## src/rtl/sstab_ram.sv

```systemverilog
// Generic single-write, single-read synchronous RAM with registered read.
module sstab_ram #(
    parameter int WIDTH = 8,
    parameter int DEPTH = 16
) (
    input  logic                     clk,
    input  logic                     we,
    input  logic [$clog2(DEPTH)-1:0] waddr,
    input  logic [WIDTH-1:0]         wdata,
    input  logic [$clog2(DEPTH)-1:0] raddr,
    output logic [WIDTH-1:0]         rdata
);

    logic [WIDTH-1:0] mem [DEPTH];
    logic [WIDTH-1:0] rdata_reg;

    always_ff @(posedge clk)
    begin
        if (we)
        begin
            mem[waddr] <= wdata;
        end
        rdata_reg <= mem[raddr];
    end

    assign rdata = rdata_reg;

endmodule

```

## config.mk

```make
export PLATFORM = sky130hd
export DESIGN_NAME = sstab_ram
export DESIGN_NICKNAME = d
export VERILOG_FILES = /design/src/rtl/sstab_ram.sv
export SDC_FILE = /design/constraint.sdc
export NUM_CORES = 1
export LEC_CHECK = 0
export BUFFER_PORTS_ARGS = -buffer_cell sky130_fd_sc_hd__buf_2
export CORE_UTILIZATION = 50
export DETAILED_ROUTE_END_ITERATION = 12
export GPL_TIMING_DRIVEN = 0
export PLACE_DENSITY = 0.64
export SYNTH_ARGS = -nofsm -noshare
export SYNTH_HDL_FRONTEND = slang
export SYNTH_SLANG_ARGS = --single-unit
```

## constraint.sdc

```tcl
create_clock -name clk -period 2.2 [get_ports clk]
set_clock_uncertainty 0.1 [all_clocks]
set_input_delay 0.44 -clock clk [delete_from_list [all_inputs] [get_ports clk]]
set_output_delay 0.44 -clock clk [all_outputs]
set_load 0.02 [all_outputs]
```

---- Word level (Yosys, flattened, before mapping) ----
Memory sizes are Yosys's and may differ from the RTL's. A register that Yosys moved wholly into a read port is not among the register bits.
Cells that the tools add are included.
storage, ports and cells
  logic and storage cells ................. 3
  memory bits (writable) .................. 128
  input bits .............................. 18
  memories ................................ 1
  register bits after elaboration ......... 0
memories
  memory  words  width  read ports  clocked after Yosys merged registers in  wr ports  RTL line  text
  mem     16     8      1           1                                        1         14        logic [WIDTH-1:0] mem [DEPTH];
cells by class
  mux-type cells .......................... 2
operators by type and width
  cell     count
  $mux W1  2

---- Logic depth before layout (Yosys ltp) ----
Gate-level depths: netlist of the first run.
  depth in word-level cells ............... 2
  gate-level depth with buffers ........... 5

---- Worst setup path after synthesis of the first run ----
No wires, ideal clock.
  path type ............................... input to register
  start point ............................. input waddr[2]
  end point ............................... memory mem[0][0] (enable)
  path buffers ............................ 0
  arrival time ............................ 1.550 ns
  cell stages on the path ................. 2
  setup time .............................. 0.383 ns
  data required time ...................... 1.717 ns
  setup slack ............................. 0.167 ns
  cells stage by stage .................... or3b_2 nor3_1
RTL lines
  what             RTL line  text
  start, declared  8         input logic [$clog2(DEPTH)-1:0] waddr,
  end, declared    14
Straight into the memory's write port.

---- Final worst setup path of the first run ----
  start point ............................. input waddr[3]
  end point ............................... memory mem[4][7] (enable)
Straight into the memory's write port.

==> impl_metrics.json, run 1 <==
{
  "setup_ws_ps": 491,
  "mostFrequentLayoutCell": "edfxtp_1",
  "hold_viol_final": 0,
  "fin_util_pct": 62.0,
  "final_cell_mix": "edfxtp_1, buf_2, mux4_2",
  "htreeDepth": 4,
  "worst_pin_slew_ps": 1260,
  "start_util_pct": 52.2,
  "status": "finished, final reports clean",
  "dieArea_sq_um": 10700,
  "finalMaxSlewViolations": 0,
  "grt_pass1_wl_um": 13700,
  "rr_endpoint": "rdata[0]$_DFF_P_",
  "crit_chain": "buf_2 > nand3b_1 > nor3_1",
  "ys_warn_count": 0,
  "core_sq_um": 9860,
  "clk_latency_ps": 520,
  "fp.dieW_um": 103,
  "cp.required_ps": 2230,
  "worstSetupPathType": "primary input to flop",
  "dp_cells": 386,
  "cp.buffers_inverters": 1,
  "grt_max_degree": 17,
  "syn_area_sq_um": 5150,
  "r2r-start": "mem[4][0]$_DFFE_PP_",
  "fmax_ghz": 0.585,
  "tns_ps": 0,
  "numCtsBuffers": 17,
  "synthDistinctLibCells": 19,
  "synth_area_per_cell_sq_um": 22.5,
  "min_period_ps": 1710,
  "antenna_found_initial": 0,
  "drc": 0,
  "drt_iter0_markers": 104,
  "synth-seq-area-share_pct": 77.8,
  "cts_resized": 0,
  "grt_pass1_vias": 2239,
  "dpl_worst_slack_ps": -447,
  "nNetsFinal": 292,
  "grt_usage_pct": 20.0,
  "drive_gt1_share_pct": 30.3,
  "wl_per_cell_um": 22.2,
  "rsz0062_at_grt": "no",
  "fin_cells": 420,
  "slowest_stage": "nor3_1",
  "met1_length_um": 4180,
  "postCtsSetupRepairBufs": 0,
  "hold_start": "wdata[4]",
  "n_antenna_cell": 0,
  "top_layer": "met4",
  "ys_ff_latch": 136,
  "via_per_inst": 5.62,
  "synth.area.top_cells": "edfxtp_1, mux4_2, mux4_1",
  "cts_tree": "done",
  "worstSetupStartpointType": "primary input",
  "netlist_instances": 229,
  "clkPwrFrac_pct": 49.3,
  "postPlaceCellArea_sq_um": 5430,
  "routed-wl-met2_um": 4590,
  "post-synth-top-area-cell": "edfxtp_1",
  "largest_reg_flops": 128,
  "area_growth_pct": 18.8,
  "dieHeight_um": 103,
  "critical-path-max-stage-delay_ps": 960,
  "timing.final.crit_share_pct": 77.7,
  "placementRows": 36,
  "final_cell_area_sq_um": 6110,
  "cts_max_path_buffers": 2,
  "power_switching_mw": 1.18,
  "reg2reg_slack_ps": 690,
  "setup_viol": 0,
  "ios": 26,
  "hold_path.class": "primary input to flop",
  "ant_nets": 0,
  "arrival_ps": 1740,
  "dr.pass1.iters": 4,
  "cp_top_family": "simple AND/OR/NAND/NOR gates",
  "reg2regPathDepth": 3,
  "gp_congestion": 0.730,
  "cts_num_sinks": 136,
  "p_per_area_nw_per_um2": 1030,
  "seqPwrFrac_pct": 46.1,
  "min_to": "mem[15][4]$_DFFE_PP_",
  "hpwlAfterDp_um": 5860,
  "slew_headroom_pct": 15.4,
  "cp_max_fo": 8,
  "combinationalPowerShare_pct": 4.6,
  "p_leak_nw": 2.07,
  "gr-total-overflow": 0,
  "clk_pin_slew_ps": 60,
  "wl_met3_um": 462,
  "dr_total_vias": 2360,
  "io_buffers": 24,
  "syn-num-nets": 247,
  "irDropWorstVdd_v": 0.000556,
  "maxCapViolations": 0,
  "crit_path_end_kind": "flop",
  "min_path_cells": 1,
  "wirelength_um": 9310,
  "cts_hold_buf": 0,
  "power.internal_mw": 5.13,
  "switching_share_pct": 18.6,
  "cts_root_buf": "clkbuf_8",
  "synth_top_area_share_pct": 74.7
}
synthesized netlist by cell type, drive strengths merged:
cell type and n:
edfxtp 128, mux4 32, a22oi 16, nor2 13, nand2 9, dfxtp 8, buf 7, nor3 4
clkdlybuf4s25 3, nand2b 2, nand3b 2, and2 1, and2b 1, nand3 1, nor2b 1, or3b 1
worst max path at each step:
| stage | slack (ps) | endpoint | startpoint | cells past startpoint |
|---|---|---|---|---|
| 6_report | 490 | mem[4][7]$_DFFE_PP_ | waddr[3] | 3 |
| 5_1_grt | 410 | mem[12][2]$_DFFE_PP_ | we | 3 |
| 4_1_cts | 110 | mem[0][1]$_DFFE_PP_ | waddr[2] | 3 |
| 3_5_place_dp | -450 | mem[0][7]$_DFFE_PP_ | waddr[2] | 3 |
| 3_3_place_gp | -430 | mem[0][7]$_DFFE_PP_ | waddr[2] | 3 |
| 2_1_floorplan | 170 | mem[0][0]$_DFFE_PP_ | waddr[2] | 2 |
through the flow:
stage | hold slack, ps | power [mW]
after floorplan | 439 | 3.13
after detailed placement | 579 | 3.26
after global placement | 559 | 3.25
final | 218 | 6.31
after global routing | 203 | 6.49
after CTS | 190 | 6.36
area by class of cell:
type                       instances  area [sq um]
fill                             697          3750
timing repair buffer              26           135
multi-input combinational         83          1060
clock buffer                      19           442
buffer                            10          86.3
clock inverter                    13           224
sequential                       136          4000
tap                              133           166
power by group through the flow:
stage	Clock [mW]	Sequential, mW	Combinational [mW]
final	3.11	2.91	0.291
after floorplan	0	2.98	0.147
after global routing	3.26	2.92	0.317
after global placement	0	2.96	0.289
after CTS	3.16	2.91	0.295
after detailed placement	0	2.96	0.294
layer usage:
metal | up-vias | GRT usage, %
li1 | 1066 | -
met1 | 1219 | 28.1
met2 | 69 | 29.6
met3 | 6 | 5.65
met4 | 0 | 8.78
met5 | - | 0
cell families (layout without fill, tap and decap cells):
family | after synthesis | count (layout) | share of synthesized area, %
buffers and inverters | 10 | 68 | 1.68
AOI/OAI and AO/OA | 16 | 16 | 2.33
and+or+nand+nor | 35 | 35 | 3.18
muxes | 32 | 32 | 15.0
DFF | 136 | 136 | 77.8
(Power assumes the default switching activity.)
==> run 2, diff against run 1 <==
- ABC_AREA: not set -> 1
- clock period: 2.2 -> 1.6 ns (I/O delays scaled with it)
==> impl_metrics.json, run 2 <==
{
  "p_per_area_nw_per_um2": 1290,
  "dp_cells": 713,
  "cp_max_fo": 8,
  "clk_latency_ps": 420,
  "cp.buffers_inverters": 1,
  "arrival_ps": 1480,
  "cts_hold_buf": 0,
  "reg2regPathDepth": 6,
  "ant_nets": 0,
  "hold_viol_final": 0,
  "largest_reg_flops": 128,
  "setup_ws_ps": 67.1,
  "nFillCells": 925,
  "hold_path.class": "primary input to flop",
  "synth-seq-area-share_pct": 69.4,
  "crit_path_end_kind": "flop",
  "critical-path-max-stage-delay_ps": 780,
  "grt_usage_pct": 25.8,
  "cp_top_family": "simple AND/OR/NAND/NOR gates",
  "finalMaxSlewViolations": 0,
  "hold_start": "wdata[2]",
  "tns_ps": 0,
  "io_buffers": 22,
  "numCtsBuffers": 17,
  "slowest_stage": "nor2_1",
  "clk_pin_slew_ps": 50,
  "cts_resized": 0,
  "fin_cells": 745,
  "synth-edff-count": 128,
  "cts_tree": "done",
  "grt_pass1_vias": 3776,
  "dr.pass1.iters": 5,
  "synth-main-ff-cell": "edfxtp_1",
  "n_antenna_cell": 0,
  "nNetsFinal": 610,
  "slew_headroom_pct": 34.5,
  "dpl_worst_slack_ps": -413,
  "start_util_pct": 52.3,
  "maxCapViolations": 0,
  "mostFrequentLayoutCell": "nand2_1",
  "worstSetupPathType": "primary input to flop",
  "synth_area_per_cell_sq_um": 10.5,
  "antenna_found_initial": 0,
  "wl_per_cell_um": 18.6,
  "synth.cells.most_frequent": "nand2_1, edfxtp_1, inv_1, nand3_1, nor2_1",
  "synth_top_area_share_pct": 66.7,
  "crit_chain": "buf_2 > nand3b_1 > nor2_1",
  "synthArstFlopShare_pct": 0,
  "worst_pin_slew_ps": 979,
  "worstSetupStartpointType": "primary input",
  "cts_root_buf": "clkbuf_16",
  "wirelength_um": 13900,
  "status": "finished, final reports clean",
  "rr_endpoint": "rdata[5]$_DFF_P_",
  "postCtsSetupRepairBufs": 0,
  "ios": 26,
  "fmax_ghz": 0.652,
  "gp_congestion": 0.862,
  "min_path_cells": 1,
  "synthDistinctLibCells": 12,
  "netlist_instances": 551,
  "timing.final.crit_share_pct": 95.8,
  "syn-num-nets": 569,
  "core_sq_um": 11000,
  "ys_ff_latch": 136,
  "drc": 0,
  "placementRows": 38,
  "synth.area.top_cells": "edfxtp_1, nand2_1, nand3_1",
  "ys_warn_count": 0,
  "cts_max_path_buffers": 2,
  "final_cell_mix": "nand2_1, edfxtp_1, inv_1",
  "cts_num_sinks": 136,
  "dieHeight_um": 109,
  "fp.dieW_um": 109,
  "hpwlAfterDp_um": 8860,
  "gr-total-overflow": 0,
  "cp.required_ps": 1540,
  "rsz0062_at_grt": "no",
  "dieArea_sq_um": 12000,
  "htreeDepth": 4,
  "irDropWorstVdd_v": 0.000646,
  "area_growth_pct": 15.6,
  "min_period_ps": 1530,
  "grt_max_degree": 17,
  "p_leak_nw": 2.90,
  "synth.most_common_cell": "nand2_1",
  "cp.depth": 3,
  "via_per_inst": 5.29,
  "reg2reg_slack_ps": 470,
  "post-synth-top-area-cell": "edfxtp_1",
  "syn_area_sq_um": 5770,
  "setup_viol": 0,
  "dr_total_vias": 3940,
  "r2r-start": "mem[10][5]$_DFFE_PP_",
  "min_to": "mem[11][2]$_DFFE_PP_",
  "drt_iter0_markers": 329,
  "grt_pass1_wl_um": 21200,
  "drive_gt1_share_pct": 12.9
}
[run 2: power breakdown]
part | switching, mW | total, mW | internal [mW]
Clock | 1.45 | 4.03 | 2.58
Combinational | 0.391 | 0.544 | 0.153
Sequential | 0.0191 | 4.00 | 3.98
Total | 1.86 | 8.58 | 6.72
[run 2: stage by stage]
stage / hold slack (ps) / power, mW / area [sq um] / util (%)
final: 209 / 8.58 / 6670 / 60.4
after global routing: 207 / 8.81 / 6670 / 60.4
after CTS: 208 / 8.60 / 6660 / 60.4
after detailed placement: 580 / 4.61 / 6050 / 54.9
after floorplan: 319 / 4.39 / 5770 / -
after global placement: 583 / 4.60 / 6050 / 54.9
[run 2: area by class of cell]
| cell class | instances | area, sq um | share of cell area (%) |
|---|---|---|---|
| buffer | 24 | 166 | 2.50 |
| clock buffer | 18 | 429 | 6.44 |
| clock inverter | 14 | 181 | 2.72 |
| inverter | 102 | 383 | 5.74 |
| multi-input combinational | 289 | 1220 | 18.2 |
| sequential | 136 | 4000 | 60.1 |
| tap | 140 | 175 | 2.63 |
| timing repair buffer | 22 | 110 | 1.65 |
[run 2: kinds of logic (layout without fill, tap and decap cells)]
logic type    Yosys count  after routing  synth area share [%]
simple gates          289            289                  21.0
flops                 136            136                  69.4
buf+inv               126            180                  9.52
[run 2: worst max-delay path by stage]
stage             start                    to  slack [ps]
6_report       waddr[3]   mem[6][0]$_DFFE_PP_          70
4_1_cts        waddr[3]   mem[4][4]$_DFFE_PP_          30
5_1_grt        waddr[2]   mem[8][0]$_DFFE_PP_           3
2_1_floorplan  waddr[2]  mem[10][0]$_DFFE_PP_         230
3_5_place_dp   waddr[3]   mem[4][3]$_DFFE_PP_        -410
3_3_place_gp   waddr[2]   mem[8][3]$_DFFE_PP_        -330
[run 2: worst register-to-register path, cell delays in order (launching register included)]
cell,delay [ps]
edfxtp_1,370
inv_1,60
nand2_1,50
nand3_1,110
nand3_1,110
nand3_1,140
nand2_1,80
[run 2: layer usage]
layer | global-route usage (%) | routed length [um]
met1 | 35.3 | 5910
met3 | 6.88 | 1130
met4 | 9.90 | 326
met2 | 39.7 | 6500
met5 | 0 | 0
